<file path="src/sv/psi_pkg.sv">
// ----------------------------------------------------------------------------
// psi_pkg
// Shared constants and types for the point set intersection block: default
// sizes, item mode codes and the control group of the reference store.
// ----------------------------------------------------------------------------
package psi_pkg;

   // default sizes handed to the top level parameters
   localparam int STORE_DEPTH_DEF = 64;
   localparam int COORD_WIDTH_DEF = 16;

   // width of a coordinate field on the ports
   localparam int FIELD_WIDTH = 16;

   // item mode codes
   localparam logic MODE_LOAD  = 1'b0;
   localparam logic MODE_PROBE = 1'b1;

   // strobes from the scan control to the reference store
   typedef struct packed {
      logic wr_en;
      logic rd_en;
   } mem_ctl_type;

endpackage

</file>
<file path="src/sv/psi_store.sv">
// ----------------------------------------------------------------------------
// psi_store
// Reference point store: one write port, one read port with registered
// read data. The read data holds while no read is issued.
// ----------------------------------------------------------------------------
module psi_store #(
   parameter int DEPTH = 64,
   parameter int WIDTH = 48,
   parameter int AW    = 6
) (
   input  logic                 clock,
   input  psi_pkg::mem_ctl_type ctl,
   input  logic [AW-1:0]        wr_addr,
   input  logic [WIDTH-1:0]     wr_data,
   input  logic [AW-1:0]        rd_addr,
   output logic [WIDTH-1:0]     rd_data
);
   import psi_pkg::*;

   logic [WIDTH-1:0] mem [DEPTH];
   logic [WIDTH-1:0] rd_data_ff;

   // write an appended point
   always_ff @(posedge clock) begin
      if (ctl.wr_en) begin
         mem[wr_addr] <= wr_data;
      end
   end

   // read one entry, hold the data otherwise
   always_ff @(posedge clock) begin
      if (ctl.rd_en) begin
         rd_data_ff <= mem[rd_addr];
      end
   end

   assign rd_data = rd_data_ff;

endmodule

</file>
<file path="src/sv/point_set_intersection.sv">
// ----------------------------------------------------------------------------
// point_set_intersection
// Keeps a store of reference 3D points and reports, for each probe point,
// one result per stored entry equal to it, the last one marked final.
//
//   channel  direction  ports
//   req      in         req_valid/req_ready, mode, start_new, px, py, pz
//   rsp      out        rsp_valid/rsp_ready, cx, cy, cz, final_match
//
// A load, or a probe of an empty store, is done once it is accepted. Any other
// probe goes through the accept, one read a cycle per entry while results drain
// freely, the compare of the last entry and the final result, if there is one.
// Reset empties the store at once (the count goes to zero).
// A stalled result port holds the scan at the next match; a result waits
// in the output register while the next item is taken.
// ----------------------------------------------------------------------------
module point_set_intersection #(
   parameter int STORE_DEPTH = psi_pkg::STORE_DEPTH_DEF,
   parameter int COORD_WIDTH = psi_pkg::COORD_WIDTH_DEF
) (
   input  logic                                 clock,
   input  logic                                 reset,
   input  logic                                 req_valid,
   output logic                                 req_ready,
   input  logic                                 req_mode,
   input  logic                                 req_start_new,
   input  logic signed [psi_pkg::FIELD_WIDTH-1:0] req_px,
   input  logic signed [psi_pkg::FIELD_WIDTH-1:0] req_py,
   input  logic signed [psi_pkg::FIELD_WIDTH-1:0] req_pz,
   output logic                                 rsp_valid,
   input  logic                                 rsp_ready,
   output logic signed [psi_pkg::FIELD_WIDTH-1:0] rsp_cx,
   output logic signed [psi_pkg::FIELD_WIDTH-1:0] rsp_cy,
   output logic signed [psi_pkg::FIELD_WIDTH-1:0] rsp_cz,
   output logic                                 rsp_final_match
);
   import psi_pkg::*;

   localparam int CNT_W   = $clog2(STORE_DEPTH + 1);
   localparam int AW      = (STORE_DEPTH > 1) ? $clog2(STORE_DEPTH) : 1;
   localparam int ENTRY_W = 3 * COORD_WIDTH;

   typedef enum logic [1:0] {
      ST_IDLE,
      ST_SCAN,
      ST_FLUSH
   } state_type;

   state_type   state_ff, state_in;
   logic [CNT_W-1:0] count_ff, count_in;
   logic [CNT_W-1:0] fet_idx_ff, fet_idx_in;
   logic        cmp_vld_ff, cmp_vld_in;
   logic        pending_ff, pending_in;
   logic        rsp_valid_ff, rsp_valid_in;
   logic        rsp_final_ff;

   logic signed [COORD_WIDTH-1:0] probe_x_ff, probe_y_ff, probe_z_ff;
   logic signed [COORD_WIDTH-1:0] in_x, in_y, in_z;
   logic signed [FIELD_WIDTH-1:0] rsp_cx_ff, rsp_cy_ff, rsp_cz_ff;

   mem_ctl_type      mem_ctl;
   logic [AW-1:0]    wr_addr, rd_addr;
   logic [ENTRY_W-1:0] wr_data, rd_data;

   logic out_free, hit, stall, emit, emit_final, probe_load;

   // wrap the input fields to the stored coordinate width
   assign in_x    = COORD_WIDTH'(req_px);
   assign in_y    = COORD_WIDTH'(req_py);
   assign in_z    = COORD_WIDTH'(req_pz);
   assign wr_data = {in_x, in_y, in_z};

   assign out_free  = !rsp_valid_ff || rsp_ready;
   assign hit       = (rd_data == {probe_x_ff, probe_y_ff, probe_z_ff});
   assign stall     = cmp_vld_ff && hit && pending_ff && !out_free;
   assign req_ready = (state_ff == ST_IDLE);

   psi_store #(
      .DEPTH (STORE_DEPTH),
      .WIDTH (ENTRY_W),
      .AW    (AW)
   ) u_store (
      .clock   (clock),
      .ctl     (mem_ctl),
      .wr_addr (wr_addr),
      .wr_data (wr_data),
      .rd_addr (rd_addr),
      .rd_data (rd_data)
   );

   // sequence loads, the store scan and the final result
   always_comb begin
      state_in   = state_ff;
      count_in   = count_ff;
      fet_idx_in = fet_idx_ff;
      cmp_vld_in = cmp_vld_ff;
      pending_in = pending_ff;
      mem_ctl    = '0;
      wr_addr    = count_ff[AW-1:0];
      rd_addr    = fet_idx_ff[AW-1:0];
      emit       = 1'b0;
      emit_final = 1'b0;
      probe_load = 1'b0;
      case (state_ff)
         ST_IDLE: begin
            if (req_valid) begin
               if (req_mode == MODE_PROBE) begin
                  probe_load = 1'b1;
                  fet_idx_in = '0;
                  cmp_vld_in = 1'b0;
                  if (count_ff != '0) begin
                     state_in = ST_SCAN;
                  end
               end else if (req_start_new) begin
                  mem_ctl.wr_en = 1'b1;
                  wr_addr       = '0;
                  count_in      = CNT_W'(1);
               end else if (count_ff < CNT_W'(STORE_DEPTH)) begin
                  // append; drop the load when the store is full
                  mem_ctl.wr_en = 1'b1;
                  count_in      = count_ff + CNT_W'(1);
               end
            end
         end
         ST_SCAN: begin
            if (!stall) begin
               // a new match releases the one held back as not final
               if (cmp_vld_ff && hit) begin
                  emit       = pending_ff;
                  pending_in = 1'b1;
               end
               // fetch the next entry or finish the walk
               if (fet_idx_ff < count_ff) begin
                  mem_ctl.rd_en = 1'b1;
                  fet_idx_in    = fet_idx_ff + CNT_W'(1);
                  cmp_vld_in    = 1'b1;
               end else begin
                  cmp_vld_in = 1'b0;
                  state_in   = ST_FLUSH;
               end
            end
         end
         ST_FLUSH: begin
            if (!pending_ff) begin
               state_in = ST_IDLE;
            end else if (out_free) begin
               emit       = 1'b1;
               emit_final = 1'b1;
               pending_in = 1'b0;
               state_in   = ST_IDLE;
            end
         end
         default: begin
            state_in = ST_IDLE;
         end
      endcase
   end

   // advance the output register on a result, drop it on a transfer
   always_comb begin
      if (emit) begin
         rsp_valid_in = 1'b1;
      end else if (rsp_ready) begin
         rsp_valid_in = 1'b0;
      end else begin
         rsp_valid_in = rsp_valid_ff;
      end
   end

   // hold state and registered outputs
   always_ff @(posedge clock) begin
      if (reset) begin
         state_ff     <= ST_IDLE;
         count_ff     <= '0;
         fet_idx_ff   <= '0;
         cmp_vld_ff   <= 1'b0;
         pending_ff   <= 1'b0;
         rsp_valid_ff <= 1'b0;
      end else begin
         state_ff     <= state_in;
         count_ff     <= count_in;
         fet_idx_ff   <= fet_idx_in;
         cmp_vld_ff   <= cmp_vld_in;
         pending_ff   <= pending_in;
         rsp_valid_ff <= rsp_valid_in;
      end
   end

   // capture the probe point and the result payload
   always_ff @(posedge clock) begin
      if (probe_load) begin
         probe_x_ff <= in_x;
         probe_y_ff <= in_y;
         probe_z_ff <= in_z;
      end
      if (emit) begin
         rsp_cx_ff    <= FIELD_WIDTH'(probe_x_ff);
         rsp_cy_ff    <= FIELD_WIDTH'(probe_y_ff);
         rsp_cz_ff    <= FIELD_WIDTH'(probe_z_ff);
         rsp_final_ff <= emit_final;
      end
   end

   assign rsp_valid       = rsp_valid_ff;
   assign rsp_cx          = rsp_cx_ff;
   assign rsp_cy          = rsp_cy_ff;
   assign rsp_cz          = rsp_cz_ff;
   assign rsp_final_match = rsp_final_ff;

   // no match may be held back once the block is idle again
   a_idle_no_pending: assert property (@(posedge clock) disable iff (reset)
      state_ff == ST_IDLE |-> !pending_ff)
      else $error("match left pending in idle");

   // the entry count never passes the store depth
   a_count_bound: assert property (@(posedge clock) disable iff (reset)
      count_ff <= CNT_W'(STORE_DEPTH))
      else $error("stored count beyond depth");

   // read data is only compared during a scan
   a_cmp_in_scan: assert property (@(posedge clock) disable iff (reset)
      cmp_vld_ff |-> state_ff == ST_SCAN)
      else $error("compare stage valid outside scan");

   // the fetch pointer stays inside the filled part of the store
   a_fetch_bound: assert property (@(posedge clock) disable iff (reset)
      state_ff == ST_SCAN |-> fet_idx_ff <= count_ff)
      else $error("fetch beyond stored entries");

   // a stalled result is never overwritten
   a_no_overwrite: assert property (@(posedge clock) disable iff (reset)
      emit |-> out_free)
      else $error("result overwritten while waiting");

endmodule

</file>
<file path="config.mk">
export PLATFORM = sky130hd
export DESIGN_NAME = point_set_intersection
export DESIGN_NICKNAME = d
export VERILOG_FILES = /design/src/sv/psi_pkg.sv /design/src/sv/psi_store.sv /design/src/sv/point_set_intersection.sv
export SDC_FILE = /design/constraint.sdc
export NUM_CORES = 2
export LEC_CHECK = 0
export ABC_CLOCK_PERIOD_IN_PS = 8160
export BUFFER_PORTS_ARGS = -buffer_cell sky130_fd_sc_hd__buf_4
export CORE_UTILIZATION = 50
export DETAILED_ROUTE_END_ITERATION = 16
export HOLD_SLACK_MARGIN = 0.02
export PLACE_DENSITY = 0.71
export SETUP_SLACK_MARGIN = 0.5
export SYNTH_ARGS = -nofsm -noshare
export SYNTH_HDL_FRONTEND = slang
export SYNTH_SLANG_ARGS = --single-unit
</file>
<file path="constraint.sdc">
create_clock -name clock -period 8.16 [get_ports clock]
set_clock_uncertainty 0.1 [all_clocks]
set_input_delay 0.408 -clock clock [delete_from_list [all_inputs] [get_ports clock]]
set_output_delay 0.408 -clock clock [all_outputs]
set_load 0.05 [all_outputs]
</file>
==> out/qor.txt <==
status -> completed
final cycle utilization of the critical path -> 0.610
CP Launch Type -> flip-flop
Vias -> 57900
final wirelength -> 326000 um
first-pass GRT wire length -> 452000 um
layout cell share with drive strength beyond 1 -> 0.320
CTS buffer count -> 330
CTS tree -> yes
Util after Layout -> 0.569
asr flop ratio synth -> 0
Synth Flop Type -> edfxtp_1
DRT iter0 DRCs -> 8970
crit path capture -> u_store.mem[52][9]$_DFFE_PP_
Setup crit start -> state_ff[1]$_SDFFE_PP0P_
Post-synth EDFFs -> 3217
DR pass1 iterations -> 6
Synth Cell Area -> 123000 um2
worst r2r src -> state_ff[1]$_SDFFE_PP0P_
Reg power frac -> 0.547
Reg clk slew, reported paths -> 60 ps
Post-DP HPWL -> 174000 um
Area growth, synth to finish -> 12.9%
commonest non-fill, non-tap cell in the layout -> edfxtp_1
Max Slew Vio Count -> 0
WL per Instance -> 37.5 um
leakage dissipation -> 41.0 nW
clock network fraction of total power -> 0.419
core area -> 244000 um2
Worst R2R End -> u_store.mem[52][9]$_DFFE_PP_
Worst-Skew Late Latency -> 970 ps
register area share after synthesis -> 0.790
final setup fails -> 0
Tot GR Track Use -> 0.264
vias in the first global route -> 57200
worst r2r path cells -> 7
critical path peak fanout -> 33
area of the die -> 248000 um2
gpl congestion -> 0.860
antenna viol nets, final -> 0
Final Non-Filler Cells -> 8674
most frequent cells in the layout -> edfxtp_1 (3217), mux4_2 (985), clkbuf_16 (336)
Comb pwr share -> 0.034
Max Freq -> 201 MHz
Bufs on Longest Clock Path -> 4
Die Span X -> 498 um
Final nets -> 5301
Switch Pwr -> 6.91 mW
Internal Power -> 26.9 mW
headroom to the max-slew limit -> 0.114
syn_area_per_cell -> 25.3 um2
P per Cell Area -> 244 nW/um2
CTS root buf -> clkbuf_16
Rows -> 181
Arr. time, crit path -> 5400 ps
syn_nets -> 4927
die height -> 498 um
CP required -> 8580 ps
Synth warnings -> 0
Placed Instances -> 8051
pin count of the biggest net entering global routing -> 143
peak supply drop -> 0.000241 V
# IOs -> 105
synthesized instance count -> 4861
Hold Crit Start -> rsp_ready
Sink Count -> 3236
number of library cell types mapped by synthesis -> 54
max_cap viols -> 0
HP Class -> in2reg
Reg2Reg Setup Slack -> 3180 ps
Starting Density -> 0.504
WS Path Type -> reg2reg
depth of the CTS H-tree -> 5
GRT overflow -> 0
# fillers -> 17000
endpoint class of the critical path -> flip-flop
Setup Fix Bufs, Post-CTS -> 0
DR vias/cell -> 6.67
Port-buffer cells -> 104
hold_buf cts -> 54
Min Hold Slack -> 324 ps
CTS resizes -> 0
antenna violations before repair -> 15
Sw Ratio -> 0.205
DRC -> 0
min Tclk post-route -> 4980 ps
FF+latch count, synth -> 3236
Hold Vio Cnt, Final -> 0
Worst Tran Pin Value -> 1330 ps
unrepaired setup endpoints after global routing -> no
setup_tns -> 0 ps
cell type report:
cell class,count,area (um2),area share
Timing Repair Buffer,283,2450,0.0177
Antenna cell,3,7.51,0.0000542
Clock buffer,408,8680,0.0626
Inverter,24,90.1,0.000650
Tap cell,3202,4010,0.0289
Sequential cell,3236,97000,0.700
Clock inverter,158,1250,0.00904
Multi-Input combinational cell,1360,25100,0.181
power groups by stage:
| stage | clock network, mW | logic [mW] | registers (mW) |
|---|---|---|---|
| global placement | 0 | 1.09 | 18.8 |
| finish | 14.2 | 1.14 | 18.5 |
| floorplan | 0 | 0.563 | 18.8 |
| detailed placement | 0 | 1.11 | 18.8 |
| global route | 14.9 | 1.20 | 18.5 |
| CTS | 14.3 | 1.14 | 18.5 |
critical path, cell delays in order (launching register included):
cell and delay (ps):
dfxtp_1 330, inv_1 140, ha_1 270, nand2_1 140
nor4_1 910, nand4_1 920, nor2_4 900, buf_4 820
routing by layer:
layer  up-vias  global-route usage  share of wire
met4         4               0.103          0.043
met5         -                   0       0.000086
met3       614              0.0513           0.11
met1     31300               0.365           0.36
li1      21900                   -              -
met2      4010               0.417           0.48
registers in the layout, summed over array words and instances (netlist names):
signal	cells
cmp_vld_ff	1
pending_ff	1
fet_idx_ff	7
rsp_cx	16
rsp_final_match	1
u_store.mem	3072
u_store.rd_data	48
rsp_cz	16
probe_y_ff	16
probe_z_ff	16
count_ff	7
rsp_valid	1
probe_x_ff	16
rsp_cy	16
state_ff	2
worst min path at each step:
stage,to,cells after the start
3_3_place_gp,rsp_cy[0]$_DFFE_PP_,0
4_1_cts,rsp_valid$_SDFFE_PP0P_,4
5_1_grt,rsp_valid$_SDFFE_PP0P_,4
3_5_place_dp,rsp_cz[2]$_DFFE_PP_,0
6_report,rsp_valid$_SDFFE_PP0P_,4
2_1_floorplan,rsp_cx[5]$_DFFE_PP_,0
Yosys cell counts (9+ instances only):
cell,n,area share
a21oi_1,9,0.00037
buf_1,23,0.00070
buf_2,81,0.0033
buf_4,17,0.0010
clkbuf_1,118,0.0036
dfxtp_1,19,0.0031
edfxtp_1,3217,0.79
ha_1,12,0.0012
inv_1,23,0.00070
mux2_2,23,0.0021
mux2i_1,24,0.0020
mux4_2,985,0.18
nand2_1,45,0.0014
nand2b_1,10,0.00051
nand3_1,14,0.00057
nand4_1,10,0.00051
nor2_1,75,0.0023
nor3_1,10,0.00041
nor4_1,10,0.00051
o21ai_0,31,0.0013
xnor2_1,27,0.0019
xor2_1,14,0.0010
cell families after synthesis:
kind of cell | count (synthesis) | share of synthesized area
DFF | 3236 | 0.790
muxes | 1032 | 0.185
buffers and inverters | 265 | 0.00957
and+or+nand+nor | 200 | 0.00772
AOI/OAI and AO/OA | 75 | 0.00396
xor gates and xnor gates | 41 | 0.00292
adders and majority gates | 12 | 0.00122
through the flow:
step                setup slack (ps)  total power [mW]  area (um2)
floorplan                        979              19.4      123000
global placement                3320              19.9      128000
detailed placement              3300              20.0      128000
CTS                             3280              33.9      139000
global route                    3050              34.6      139000
finish                          3180              33.8      139000
No activity file was read; power rests on OpenSTA's default activity.
